## config.mk

```make
export PLATFORM = sky130hd
export DESIGN_NAME = palette_rle_sprite_decoder_top_flat
export DESIGN_NICKNAME = d
export VERILOG_FILES = /design/src/hdl/prsd_pkg.sv /design/src/hdl/prsd_if.sv /design/src/hdl/prsd_palette.sv /design/src/hdl/prsd_seq.sv /design/src/hdl/palette_rle_sprite_decoder_top.sv /design/src/flat_wrapper.sv
export VERILOG_INCLUDE_DIRS = /design/src /design/src/hdl
export SDC_FILE = /design/constraint.sdc
export NUM_CORES = 1
export LEC_CHECK = 0
export BUFFER_PORTS_ARGS = -buffer_cell sky130_fd_sc_hd__buf_2
export CORE_MARGIN = 1.5
export CORE_UTILIZATION = 30
export DETAILED_ROUTE_END_ITERATION = 8
export GPL_TIMING_DRIVEN = 0
export SLEW_MARGIN = 10
export SYNTH_ARGS = -nofsm -noshare
export SYNTH_HDL_FRONTEND = slang
export SYNTH_SLANG_ARGS = --single-unit
```

## constraint.sdc

```tcl
create_clock -name clk -period 2.9 [get_ports clk]
set_input_delay 0.145 -clock clk [delete_from_list [all_inputs] [get_ports clk]]
set_output_delay 0.145 -clock clk [all_outputs]
set_load 0.01 [all_outputs]
```

## src/hdl/assert_macros.svh

```systemverilog
// Assertion helpers for the sprite decoder
`ifndef ASSERT_MACROS_SVH
`define ASSERT_MACROS_SVH

`ifndef SYNTHESIS
`define PRSD_ASSERT(lbl, clk, rstn, prop) \
	lbl: assert property (@(posedge clk) disable iff (!rstn) prop) \
	else $error("assertion failed");
`define PRSD_NEVER(lbl, clk, rstn, cond) \
	lbl: assert property (@(posedge clk) disable iff (!rstn) !(cond)) \
	else $error("forbidden condition seen");
`else
`define PRSD_ASSERT(lbl, clk, rstn, prop)
`define PRSD_NEVER(lbl, clk, rstn, cond)
`endif

`endif

```

## src/hdl/prsd_pkg.sv

```systemverilog
package prsd_pkg;

	localparam logic [15:0] CAP_RESET = 16'd6144;

	typedef enum logic [1:0] {
		KIND_PAL   = 2'd0,
		KIND_FRAME = 2'd1,
		KIND_DATA  = 2'd2
	} kind_t;

	typedef struct packed {
		logic        wr_en;
		logic [3:0]  wr_slot;
		logic [15:0] wr_colour;
		logic        rd_en;
		logic [3:0]  rd_slot;
	} pal_ctrl_t;

endpackage

```

## src/hdl/prsd_if.sv

```systemverilog
interface prsd_in_if;
	logic        valid;
	logic        ready;
	logic [1:0]  kind;
	logic [3:0]  palette_slot;
	logic [15:0] palette_colour;
	logic [15:0] declared_length;
	logic [15:0] available_bytes;
	logic [7:0]  data_byte;

	modport source (output valid, kind, palette_slot, palette_colour, declared_length,
		available_bytes, data_byte, input ready);
	modport sink (input valid, kind, palette_slot, palette_colour, declared_length,
		available_bytes, data_byte, output ready);
endinterface

interface prsd_out_if;
	logic        valid;
	logic        ready;
	logic [15:0] pixel_colour;
	logic [15:0] pixel_position;
	logic        run_end;
	logic        error;

	modport source (output valid, pixel_colour, pixel_position, run_end, error,
		input ready);
	modport sink (input valid, pixel_colour, pixel_position, run_end, error,
		output ready);
endinterface

interface prsd_cfg_if;
	logic        valid;
	logic        ready;
	logic [15:0] data;

	modport source (output valid, data, input ready);
	modport sink (input valid, data, output ready);
endinterface

```

## src/hdl/prsd_palette.sv

```systemverilog
module prsd_palette
	import prsd_pkg::*;
(
	input  logic        clk,
	input  pal_ctrl_t   ctrl,
	output logic [15:0] rd_data
);

	logic [15:0] mem [16];
	logic [15:0] rd_data_q;

	always_ff @(posedge clk) begin
		if (ctrl.wr_en) begin
			mem[ctrl.wr_slot] <= ctrl.wr_colour;
		end
		if (ctrl.rd_en) begin
			rd_data_q <= mem[ctrl.rd_slot];
		end
	end

	assign rd_data = rd_data_q;

endmodule

```

## src/hdl/prsd_seq.sv

```systemverilog
module prsd_seq
	import prsd_pkg::*;
(
	input  logic            clk,
	input  logic            arst_n,
	prsd_in_if.sink         in_ch,
	prsd_out_if.source      out_ch,
	input  logic [15:0]     capacity,
	output pal_ctrl_t       pal_ctrl,
	input  logic [15:0]     pal_rd_data
);

	typedef enum logic [1:0] {
		S_IDLE,
		S_EMIT,
		S_FAULT
	} state_t;

	state_t      state_q;
	logic [15:0] cursor_q;
	logic [15:0] remain_q;
	logic        failed_q;
	logic [3:0]  run_q;
	logic [3:0]  cnt_q;
	logic        out_valid_q;
	logic [15:0] colour_q;
	logic [15:0] pos_q;
	logic        end_q;
	logic        err_q;

	logic accept;
	logic slot_free;
	logic emit;
	logic over;
	logic last;

	assign in_ch.ready = (state_q == S_IDLE);
	assign accept      = in_ch.valid && in_ch.ready;
	assign slot_free   = !out_valid_q || out_ch.ready;
	assign emit        = slot_free && ((state_q == S_EMIT) || (state_q == S_FAULT));
	// shared compare/increment unit: one pixel per step
	assign over        = (cursor_q >= capacity);
	assign last        = ((cnt_q + 4'd1) == run_q);

	always_comb begin
		pal_ctrl.wr_en     = accept && (in_ch.kind == KIND_PAL);
		pal_ctrl.wr_slot   = in_ch.palette_slot;
		pal_ctrl.wr_colour = in_ch.palette_colour;
		pal_ctrl.rd_en     = accept && (in_ch.kind == KIND_DATA);
		pal_ctrl.rd_slot   = in_ch.data_byte[7:4];
	end

	always_ff @(posedge clk or negedge arst_n) begin
		if (!arst_n) begin
			state_q     <= S_IDLE;
			cursor_q    <= '0;
			remain_q    <= '0;
			failed_q    <= 1'b0;
			out_valid_q <= 1'b0;
		end else begin
			if (out_ch.ready && !emit) begin
				out_valid_q <= 1'b0;
			end
			case (state_q)
				S_IDLE: begin
					if (accept) begin
						case (kind_t'(in_ch.kind))
							KIND_FRAME: begin
								cursor_q <= '0;
								if (in_ch.declared_length > in_ch.available_bytes) begin
									failed_q <= 1'b1;
									remain_q <= '0;
									state_q  <= S_FAULT;
								end else begin
									failed_q <= 1'b0;
									remain_q <= in_ch.declared_length;
								end
							end
							KIND_DATA: begin
								if (!failed_q && (remain_q != 16'd0)) begin
									remain_q <= remain_q - 16'd1;
									run_q    <= in_ch.data_byte[3:0];
									cnt_q    <= '0;
									if (in_ch.data_byte[3:0] != 4'd0) begin
										state_q <= S_EMIT;
									end
								end
							end
							default: begin
							end
						endcase
					end
				end
				S_EMIT: begin
					if (slot_free) begin
						out_valid_q <= 1'b1;
						if (over) begin
							colour_q <= '0;
							pos_q    <= '0;
							end_q    <= 1'b1;
							err_q    <= 1'b1;
							failed_q <= 1'b1;
							state_q  <= S_IDLE;
						end else begin
							colour_q <= pal_rd_data;
							pos_q    <= cursor_q;
							end_q    <= last;
							err_q    <= 1'b0;
							cursor_q <= cursor_q + 16'd1;
							cnt_q    <= cnt_q + 4'd1;
							if (last) begin
								state_q <= S_IDLE;
							end
						end
					end
				end
				S_FAULT: begin
					if (slot_free) begin
						out_valid_q <= 1'b1;
						colour_q    <= '0;
						pos_q       <= '0;
						end_q       <= 1'b1;
						err_q       <= 1'b1;
						state_q     <= S_IDLE;
					end
				end
				default: begin
					state_q <= S_IDLE;
				end
			endcase
		end
	end

	assign out_ch.valid          = out_valid_q;
	assign out_ch.pixel_colour   = colour_q;
	assign out_ch.pixel_position = pos_q;
	assign out_ch.run_end        = end_q;
	assign out_ch.error          = err_q;

endmodule

```

## src/hdl/palette_rle_sprite_decoder_top.sv

```systemverilog
// Run-length sprite decoder with a 16-entry palette of 16-bit colors.
// Channels: in_ch takes palette writes, frame starts and data bytes; out_ch
// delivers one pixel (color, position, run end, error) per transaction; cfg
// writes the pixel capacity and is always ready.
// Palette writes and frame starts are taken while idle; a frame start with a
// length mismatch goes to the fault state, which loads its error result. A
// data byte with run length N reads its palette entry as it is accepted, then
// yields N pixels, or stops with an error once the cursor reaches capacity;
// the emit state loads each pixel into the output register through one shared
// cursor compare/increment step, one pixel per cycle unless out_ch stalls.
// in_ch.ready is high only while the sequencer is idle; it may take the next
// item while the last result of the previous one still sits in the output
// register.
// A stall on out_ch holds the output register and the sequencer waits while
// it lasts; no result is dropped.
// Reset clears the cursor, remaining byte count and fail flag, empties the
// output register and sets the capacity to 6144. Palette contents are
// undefined until written.
`include "assert_macros.svh"

module palette_rle_sprite_decoder_top
	import prsd_pkg::*;
(
	input  logic        clk,
	input  logic        arst_n,
	prsd_in_if.sink     in_ch,
	prsd_out_if.source  out_ch,
	prsd_cfg_if.sink    cfg
);

	logic [15:0] capacity_q;
	pal_ctrl_t   pal_ctrl;
	logic [15:0] pal_rd_data;
	logic        err_zero;

	assign cfg.ready = 1'b1;

	always_ff @(posedge clk or negedge arst_n) begin
		if (!arst_n) begin
			capacity_q <= CAP_RESET;
		end else if (cfg.valid && cfg.ready) begin
			capacity_q <= cfg.data;
		end
	end

	prsd_palette u_palette (
		.clk     (clk),
		.ctrl    (pal_ctrl),
		.rd_data (pal_rd_data)
	);

	prsd_seq u_seq (
		.clk         (clk),
		.arst_n      (arst_n),
		.in_ch       (in_ch),
		.out_ch      (out_ch),
		.capacity    (capacity_q),
		.pal_ctrl    (pal_ctrl),
		.pal_rd_data (pal_rd_data)
	);

	assign err_zero = (out_ch.pixel_colour == 16'd0) && (out_ch.pixel_position == 16'd0)
		&& out_ch.run_end;

	`PRSD_ASSERT(a_err_payload, clk, arst_n, (out_ch.valid && out_ch.error) |-> err_zero)
	`PRSD_NEVER(a_idle_mid_run, clk, arst_n, in_ch.ready && out_ch.valid && !out_ch.run_end)
	`PRSD_NEVER(a_pal_rw_clash, clk, arst_n, pal_ctrl.wr_en && pal_ctrl.rd_en)

endmodule

```

## src/flat_wrapper.sv

```systemverilog
// flat-port wrapper written by rule: the top's interface ports become plain ports
module palette_rle_sprite_decoder_top_flat import prsd_pkg::*;
  (clk, arst_n, in_ch_valid, in_ch_kind, in_ch_palette_slot, in_ch_palette_colour, in_ch_declared_length, in_ch_available_bytes, in_ch_data_byte, in_ch_ready, out_ch_valid, out_ch_pixel_colour, out_ch_pixel_position, out_ch_run_end, out_ch_error, out_ch_ready, cfg_valid, cfg_data, cfg_ready);
  prsd_in_if in_ch_i ();
  prsd_out_if out_ch_i ();
  prsd_cfg_if cfg_i ();
  input  logic clk;
  input  logic arst_n;
  input wire logic [$bits(in_ch_i.valid)-1:0] in_ch_valid;
  input wire logic [$bits(in_ch_i.kind)-1:0] in_ch_kind;
  input wire logic [$bits(in_ch_i.palette_slot)-1:0] in_ch_palette_slot;
  input wire logic [$bits(in_ch_i.palette_colour)-1:0] in_ch_palette_colour;
  input wire logic [$bits(in_ch_i.declared_length)-1:0] in_ch_declared_length;
  input wire logic [$bits(in_ch_i.available_bytes)-1:0] in_ch_available_bytes;
  input wire logic [$bits(in_ch_i.data_byte)-1:0] in_ch_data_byte;
  output wire logic [$bits(in_ch_i.ready)-1:0] in_ch_ready;
  output wire logic [$bits(out_ch_i.valid)-1:0] out_ch_valid;
  output wire logic [$bits(out_ch_i.pixel_colour)-1:0] out_ch_pixel_colour;
  output wire logic [$bits(out_ch_i.pixel_position)-1:0] out_ch_pixel_position;
  output wire logic [$bits(out_ch_i.run_end)-1:0] out_ch_run_end;
  output wire logic [$bits(out_ch_i.error)-1:0] out_ch_error;
  input wire logic [$bits(out_ch_i.ready)-1:0] out_ch_ready;
  input wire logic [$bits(cfg_i.valid)-1:0] cfg_valid;
  input wire logic [$bits(cfg_i.data)-1:0] cfg_data;
  output wire logic [$bits(cfg_i.ready)-1:0] cfg_ready;
  assign in_ch_i.valid = in_ch_valid;
  assign in_ch_i.kind = in_ch_kind;
  assign in_ch_i.palette_slot = in_ch_palette_slot;
  assign in_ch_i.palette_colour = in_ch_palette_colour;
  assign in_ch_i.declared_length = in_ch_declared_length;
  assign in_ch_i.available_bytes = in_ch_available_bytes;
  assign in_ch_i.data_byte = in_ch_data_byte;
  assign in_ch_ready = in_ch_i.ready;
  assign out_ch_valid = out_ch_i.valid;
  assign out_ch_pixel_colour = out_ch_i.pixel_colour;
  assign out_ch_pixel_position = out_ch_i.pixel_position;
  assign out_ch_run_end = out_ch_i.run_end;
  assign out_ch_error = out_ch_i.error;
  assign out_ch_i.ready = out_ch_ready;
  assign cfg_i.valid = cfg_valid;
  assign cfg_i.data = cfg_data;
  assign cfg_ready = cfg_i.ready;
  palette_rle_sprite_decoder_top u_core (.clk(clk), .arst_n(arst_n), .in_ch(in_ch_i), .out_ch(out_ch_i), .cfg(cfg_i));
endmodule
```

; ---- After elaboration in Yosys (flattened, before gate mapping)
; Memory sizes are Yosys's and may differ from the RTL's. A register that Yosys moved wholly into a read port is not among the register bits.
; Cells that the tools add are included.
[word_totals]
wordCells = 112
ramBits = 256
input_bits = 83
reg_bits = 94
mem_count = 1
[op_classes]
add_sub_neg = 3
n_lt_le_gt_ge = 2
n_reduce_logical = 26
n_mux = 49
n_eq_ne = 19
[mem_list]
columns = memory, words, word_bits, rd, rd_clocked_by_memory_dff, write_ports, line_no
row1 = u_core.u_palette.mem, 16, 16, 1, 1, 1, prsd_palette.sv:9  ; logic [15:0] mem [16];
[ops]
columns = op, n
row1 = 16-bit 2-to-1 mux, 11
row2 = 16-bit one-hot mux with 2 select lines, 4
row3 = 4-bit 2-to-1 mux, 5
row4 = 16-bit by 1-bit adder with 16-bit output (second input constant), 1
row5 = 16-bit greater-or-equal comparator, 1
row6 = 16-bit greater-than comparator, 1
row7 = 2-bit 2-to-1 mux, 8
row8 = 16-bit nonzero test, 1
row9 = 16-bit by 1-bit subtractor with 16-bit output (second input constant), 1
row10 = 1-bit 2-to-1 mux, 15
row11 = 5-bit AND reduction, 3
row12 = 2-bit by 1-bit != test with 1-bit output (second input constant), 5
row13 = 2-bit != test (second input constant), 4
row14 = 4-bit one-hot mux with 2 select lines, 1
row15 = 4-bit AND reduction, 2
row16 = 8-bit AND reduction, 1
row17 = 7-bit AND reduction, 1
row18 = 1-bit logical AND, 6
row19 = 3-bit by 2-bit != test with 1-bit output (second input constant), 2
row20 = 3-bit != test (second input constant), 2
row21 = 1-bit one-hot mux with 2 select lines, 3
row22 = 2-bit one-hot mux with 3 select lines, 1
row23 = 2-bit nonzero test, 3
row24 = 4-bit by 1-bit adder with 4-bit output (second input constant), 1
row25 = other kinds (10), 16

; ---- Logic depth before layout (Yosys ltp)
[depth]
ltp_word = 8
ltp_mapped = 11
mapped_depth_nobuf = 9

; ---- Cells and area by module
; From an unflattened synthesis, not the netlist that was laid out.
[unflattened]
hier_cells = 963
area_unflattened_um2 = 15638.7
[modules_own_cells]
columns = mod, seq_area_each_um2, cells_each, area_per_inst_um2, instances
row1 = prsd_palette, 8167.8, 432, 10203.5, 1
row2 = prsd_seq, 2162.1, 495, 4772.1, 1
row3 = palette_rle_sprite_decoder_top, 402.9, 36, 663.1, 1

; ---- Least setup slack after synthesis
; OpenSTA, ideal clock, no wires.
[synth_timing]
path_kind = register -> register
startpoint = register u_core.u_seq.state_q[0]
endpoint = memory u_core.u_palette.mem[0][0] (enable)
stages_incl_launch_ff = 7
slack_ns = -0.230
required_ns = 2.491
synth_period_minus_slack_ns = 3.130
setup_ns = 0.409
path_buffers = 0
arrival_ns = 2.721
cell_sequence = dfrtp_1 -> inv_1 -> ha_1 -> nand2_1 -> or3_1 -> or3_1 -> nor3_1
[synth_between]
elab_chain_cells = 5
[synth_rtl]
columns = item, line_no
row1 = "start, declared", prsd_seq.sv:19  ; state_t state_q;
row2 = "start signal, assigned", prsd_seq.sv:55  ; state_q <= S_IDLE;
row3 = "start signal, assigned", prsd_seq.sv:73  ; state_q <= S_FAULT;
row4 = "start signal, assigned", prsd_seq.sv:85  ; state_q <= S_EMIT;
row5 = 2-bit zero test, prsd_seq.sv:37  ; assign in_ch.ready = (state_q == S_IDLE);
row6 = via in_ch_ready, flat_wrapper.sv:16  ; output wire logic [$bits(in_ch_i.ready)-1:0] in_ch_ready;
row7 = 1-bit logical AND, prsd_seq.sv:38  ; assign accept = in_ch.valid && in_ch.ready;
row8 = 1-bit logical AND, prsd_seq.sv:46  ; pal_ctrl.wr_en = accept && (in_ch.kind == KIND_PAL);
row9 = 1-bit 2-to-1 mux, prsd_palette.sv:13  ; if (ctrl.wr_en) begin
row10 = 1-bit 2-to-1 mux (not written as such), prsd_palette.sv:14  ; mem[ctrl.wr_slot] <= ctrl.wr_colour;
row11 = "end, declared", prsd_palette.sv:9
; The timed path passes the listed nets, and every way through them passes these cells.

; ---- Final worst setup path
[layout_timing]
startpoint = register u_core.capacity_q[11]
endpoint = register u_core.u_seq.cursor_q[15]
[layout_between]
elab_chain_cells = 3
[layout_rtl]
columns = item, line_no
row1 = "start, declared", palette_rle_sprite_decoder_top.sv:31  ; logic [15:0] capacity_q;
row2 = "start signal, assigned", palette_rle_sprite_decoder_top.sv:42  ; capacity_q <= cfg.data;
row3 = 16-bit greater-or-equal comparator, prsd_seq.sv:42  ; assign over = (cursor_q >= capacity);
row4 = 2-bit != test (no source line), n/a
row5 = 5-bit AND reduction (no source line), n/a
row6 = "end signal, assigned", prsd_seq.sv:109  ; cursor_q <= cursor_q + 16'd1;
row7 = "end, declared", prsd_seq.sv:20  ; logic [15:0] cursor_q;
; No other way between the ends.
; A chain may end at the register's enable or synchronous reset.

==> metrics.txt <==
core box area=around 0.05 sq mm; I/O Buffers=about 110; Fmax achieved=between 300 and 400 MHz; routed vias=just under 9k; Clk pwr share=0.367; CTS tree=done; leakage power=a little under 0.007 uW; Place WS=-0.485 ns; crit start category=register; Ports=between 100 and 150; Area growth, synth to finish=25.6%; Post-route DRC=0; Die Area=about 0.053 sq mm; critical path class=register to register; Async SR Flop Fraction=0.142; depth of the most critical reg-to-reg path=9; net load switching power=between 3000 and 4000 uW; clk_lat worst skew=between 0.5 and 0.6 ns; GPL Wtd Cong=roughly 0.83; Mean Syn Cell Area=16.7 sq um; drt pass-1 iters=5; CTS H-tree depth=2; Hold Crit Depth=4; CTS clk-pin slew, worst paths=~0.05 ns; Vert. Die Dim=between 200 and 250 um; total grt overflow=0; Overall Power=around 13000 uW; fillers=~4.7k; WL final=37300 um; ys flop type=edfxtp_1; Cell Int Power=roughly 10000 uW; Gate power share=0.149; Yosys top cell area share=0.614; initial antenna violation count=0; Post-Synthesis Cells=918; Initial Util=0.305; outcome=complete, no violations; Slew headroom=0.255; final setup skew=0.0297 ns; unrepaired setup endpoints after global routing=yes; GRT Util Overall=0.142; Seq pwr share=0.485; Worst Slack Setup Final=around 0.071 ns; mux contribution to synthesized area=0.122; Util after Layout=0.383; Antenna Cells=0; Ys Warns=0; Max Root-Sink Buffers=3; CP Data Required Time=3.32 ns; sequential share of the synthesized area=0.699; Slew Limit Fails=0; Synth cell types=64; num rows=82; crit end category=register; number of synthesized flops with an enable pin=314; vias in the first global route=between 9k and 10k; critical path arrival=between 3 and 4 ns; switching part of the total=0.263; Synth top cells by count=edfxtp_1, mux4_2, nand2_1; dominant cells by area after synthesis=edfxtp_1, mux4_2, dfrtp_1, ha_1, and2_1; Yosys reg bits=~370; largest area contributor in the netlist=edfxtp_1; worst-margin pin slew=1.12 ns; setup violators final=0; largest family of logic cells by synthesized area=multiplexers; Post-DRT Antenna Nets=0; largest net degree at the start of global routing=56; Total Nets Final=1278; pwr dens=roughly 680 mW/mm^2; Post-Synth Simple-Gate Area=0.0740; area of the mapped netlist=~0.015 sq mm; min cycle time layout=2.83 ns; cts bufs inserted=40; maximum vdd drop=approximately 0.00042 V; clk root buf=clkbuf_16; adder-cell share of the synthesized area=0.0309; Final Hold Fails=0; fraction of layout cells with a size suffix above 1=0.282; Max FO, Critical Path=10; Post-Synth XOR/XNOR Area=0.00399; final worst-path cycle share=0.975; DR iter-0 viols=between 600 and 700; vias per cell=~4.8; Max Cap Viol=0; first-pass GRT wire length=56400 um; Hold Crit Class=primary input to register; count leader, synth=edfxtp_1; Routed WL per cell=between 20 and 25 um; syn_nets=1039; post-synthesis compound-gate area fraction=0.0488; Final HPWL DP=approximately 25000 um; total clock sinks=366; Die W=about 230 um
## worst max-delay path, cell delays in order, from the launching register on
cell,delay (ns)
dfstp_2,0.52
inv_2,0.04
ha_4,0.26
nand4_1,0.11
or4_4,0.57
o32a_4,0.36
and2_4,0.21
and4_4,0.16
mux2_4,0.29
a22o_1,0.17
## cell type report
class / count / area, sq um / share of cell area
flip-flops and latches: 366 / 10700 / 0.556
repair buffers: 198 / 1560 / 0.0807
inverters: 41 / 154 / 0.00797
multi-input cells: 473 / 4580 / 0.237
clock inverters: 18 / 188 / 0.00972
well taps: 672 / 841 / 0.0436
plain buffers: 37 / 189 / 0.00979
clock buffers: 54 / 1050 / 0.0546
## placed cells by master (no fill, tap or decap), drive strengths merged, types with 19 or more instances in the layout
cell type and count:
nand2 54, o21ai 41, and2 34, nor2 51, edfxtp 314, buf 157, dfrtp 50, ha 38
clkbuf 78, nor3 19, dlygate4sd3 54, inv 42, a21oi 26, mux4 80
## metal layers
layer	vias up	global-route usage	wire, um
met5	-	0	0
met2	273	0.249	19000
met1	4512	0.180	15600
met3	55	0.0275	1970
li1	4087	-	-
met4	0	0.0352	678
## kinds of logic after synthesis
| group | Yosys count |
|---|---|
| XOR/XNOR | 7 |
| other | 1 |
| adder cells (fa/ha/maj) | 38 |
| flip-flops | 366 |
| AO/OA/AOI/OAI | 116 |
| AND/OR/NAND/NOR | 224 |
| multiplexers | 87 |
| buffers and inverters | 79 |
## power by group through the flow
| stage | clock network [uW] | registers, uW | logic, uW |
|---|---|---|---|
| final | 4830 | 6390 | 1960 |
| after global routing | 5160 | 6440 | 2180 |
| after CTS | 4970 | 6400 | 1960 |
| after detailed placement | 0 | 6500 | 1820 |
| after global placement | 0 | 6500 | 1700 |
| after floorplan | 0 | 6490 | 1020 |
## registers in the layout (all words and copies together), names as in the netlist, 2 cells and up
register,cells
u_core.u_seq.out_ch.pixel_colour,16
u_core.capacity_q,16
u_core.u_seq.run_q,4
u_core.u_seq.cnt_q,4
u_core.u_seq.state_q,2
u_core.u_palette.rd_data,16
u_core.u_seq.out_ch.pixel_position,16
u_core.u_palette.mem,256
u_core.u_seq.remain_q,16
u_core.u_seq.cursor_q,16
## metrics by stage
stage	instance area [sq um]	TNS (ns)	hold slack (ns)	std cells
3_3_place_gp	16800	-190.66	0.343	1704
3_5_place_dp	17200	-14.87	0.262	1723
2_1_floorplan	15400	0	-0.151	918
4_1_cts	19100	0	0.0407	1853
5_1_grt	19300	-5.10	0.0757	1859
6_report	19300	0	0.0660	1859
## what timing repair did
| action | in CTS | in global routing |
|---|---|---|
| hold endpoints to repair | 342 | 0 |
| endpoints found under the setup margin | 72 | 181 |
| gates resized for setup | 31 | 14 |
| pin swaps | 5 | 7 |
| hold buffers | 54 | 0 |
| setup buffers | 4 | 7 |
## path summary, 6_finish.rpt
path | to | slack, ns | from
setup / recovery | u_core.u_seq.cursor_q[15] | 0.07 | u_core.capacity_q[11]
hold / removal | u_core.u_seq.state_q[1] | 0.07 | in_ch_valid
setup reg to reg | u_core.u_seq.cursor_q[15] | 0.07 | u_core.capacity_q[11]
hold reg to reg | u_core.u_seq.out_ch.pixel_colour[6] | 0.52 | u_core.u_palette.rd_data[6]
max in group asynchronous | u_core.u_seq.cursor_q[12] | 2.19 | arst_n
min in group asynchronous | u_core.u_seq.remain_q[1] | 0.19 | arst_n
No activity file was read; power rests on OpenSTA's default activity.
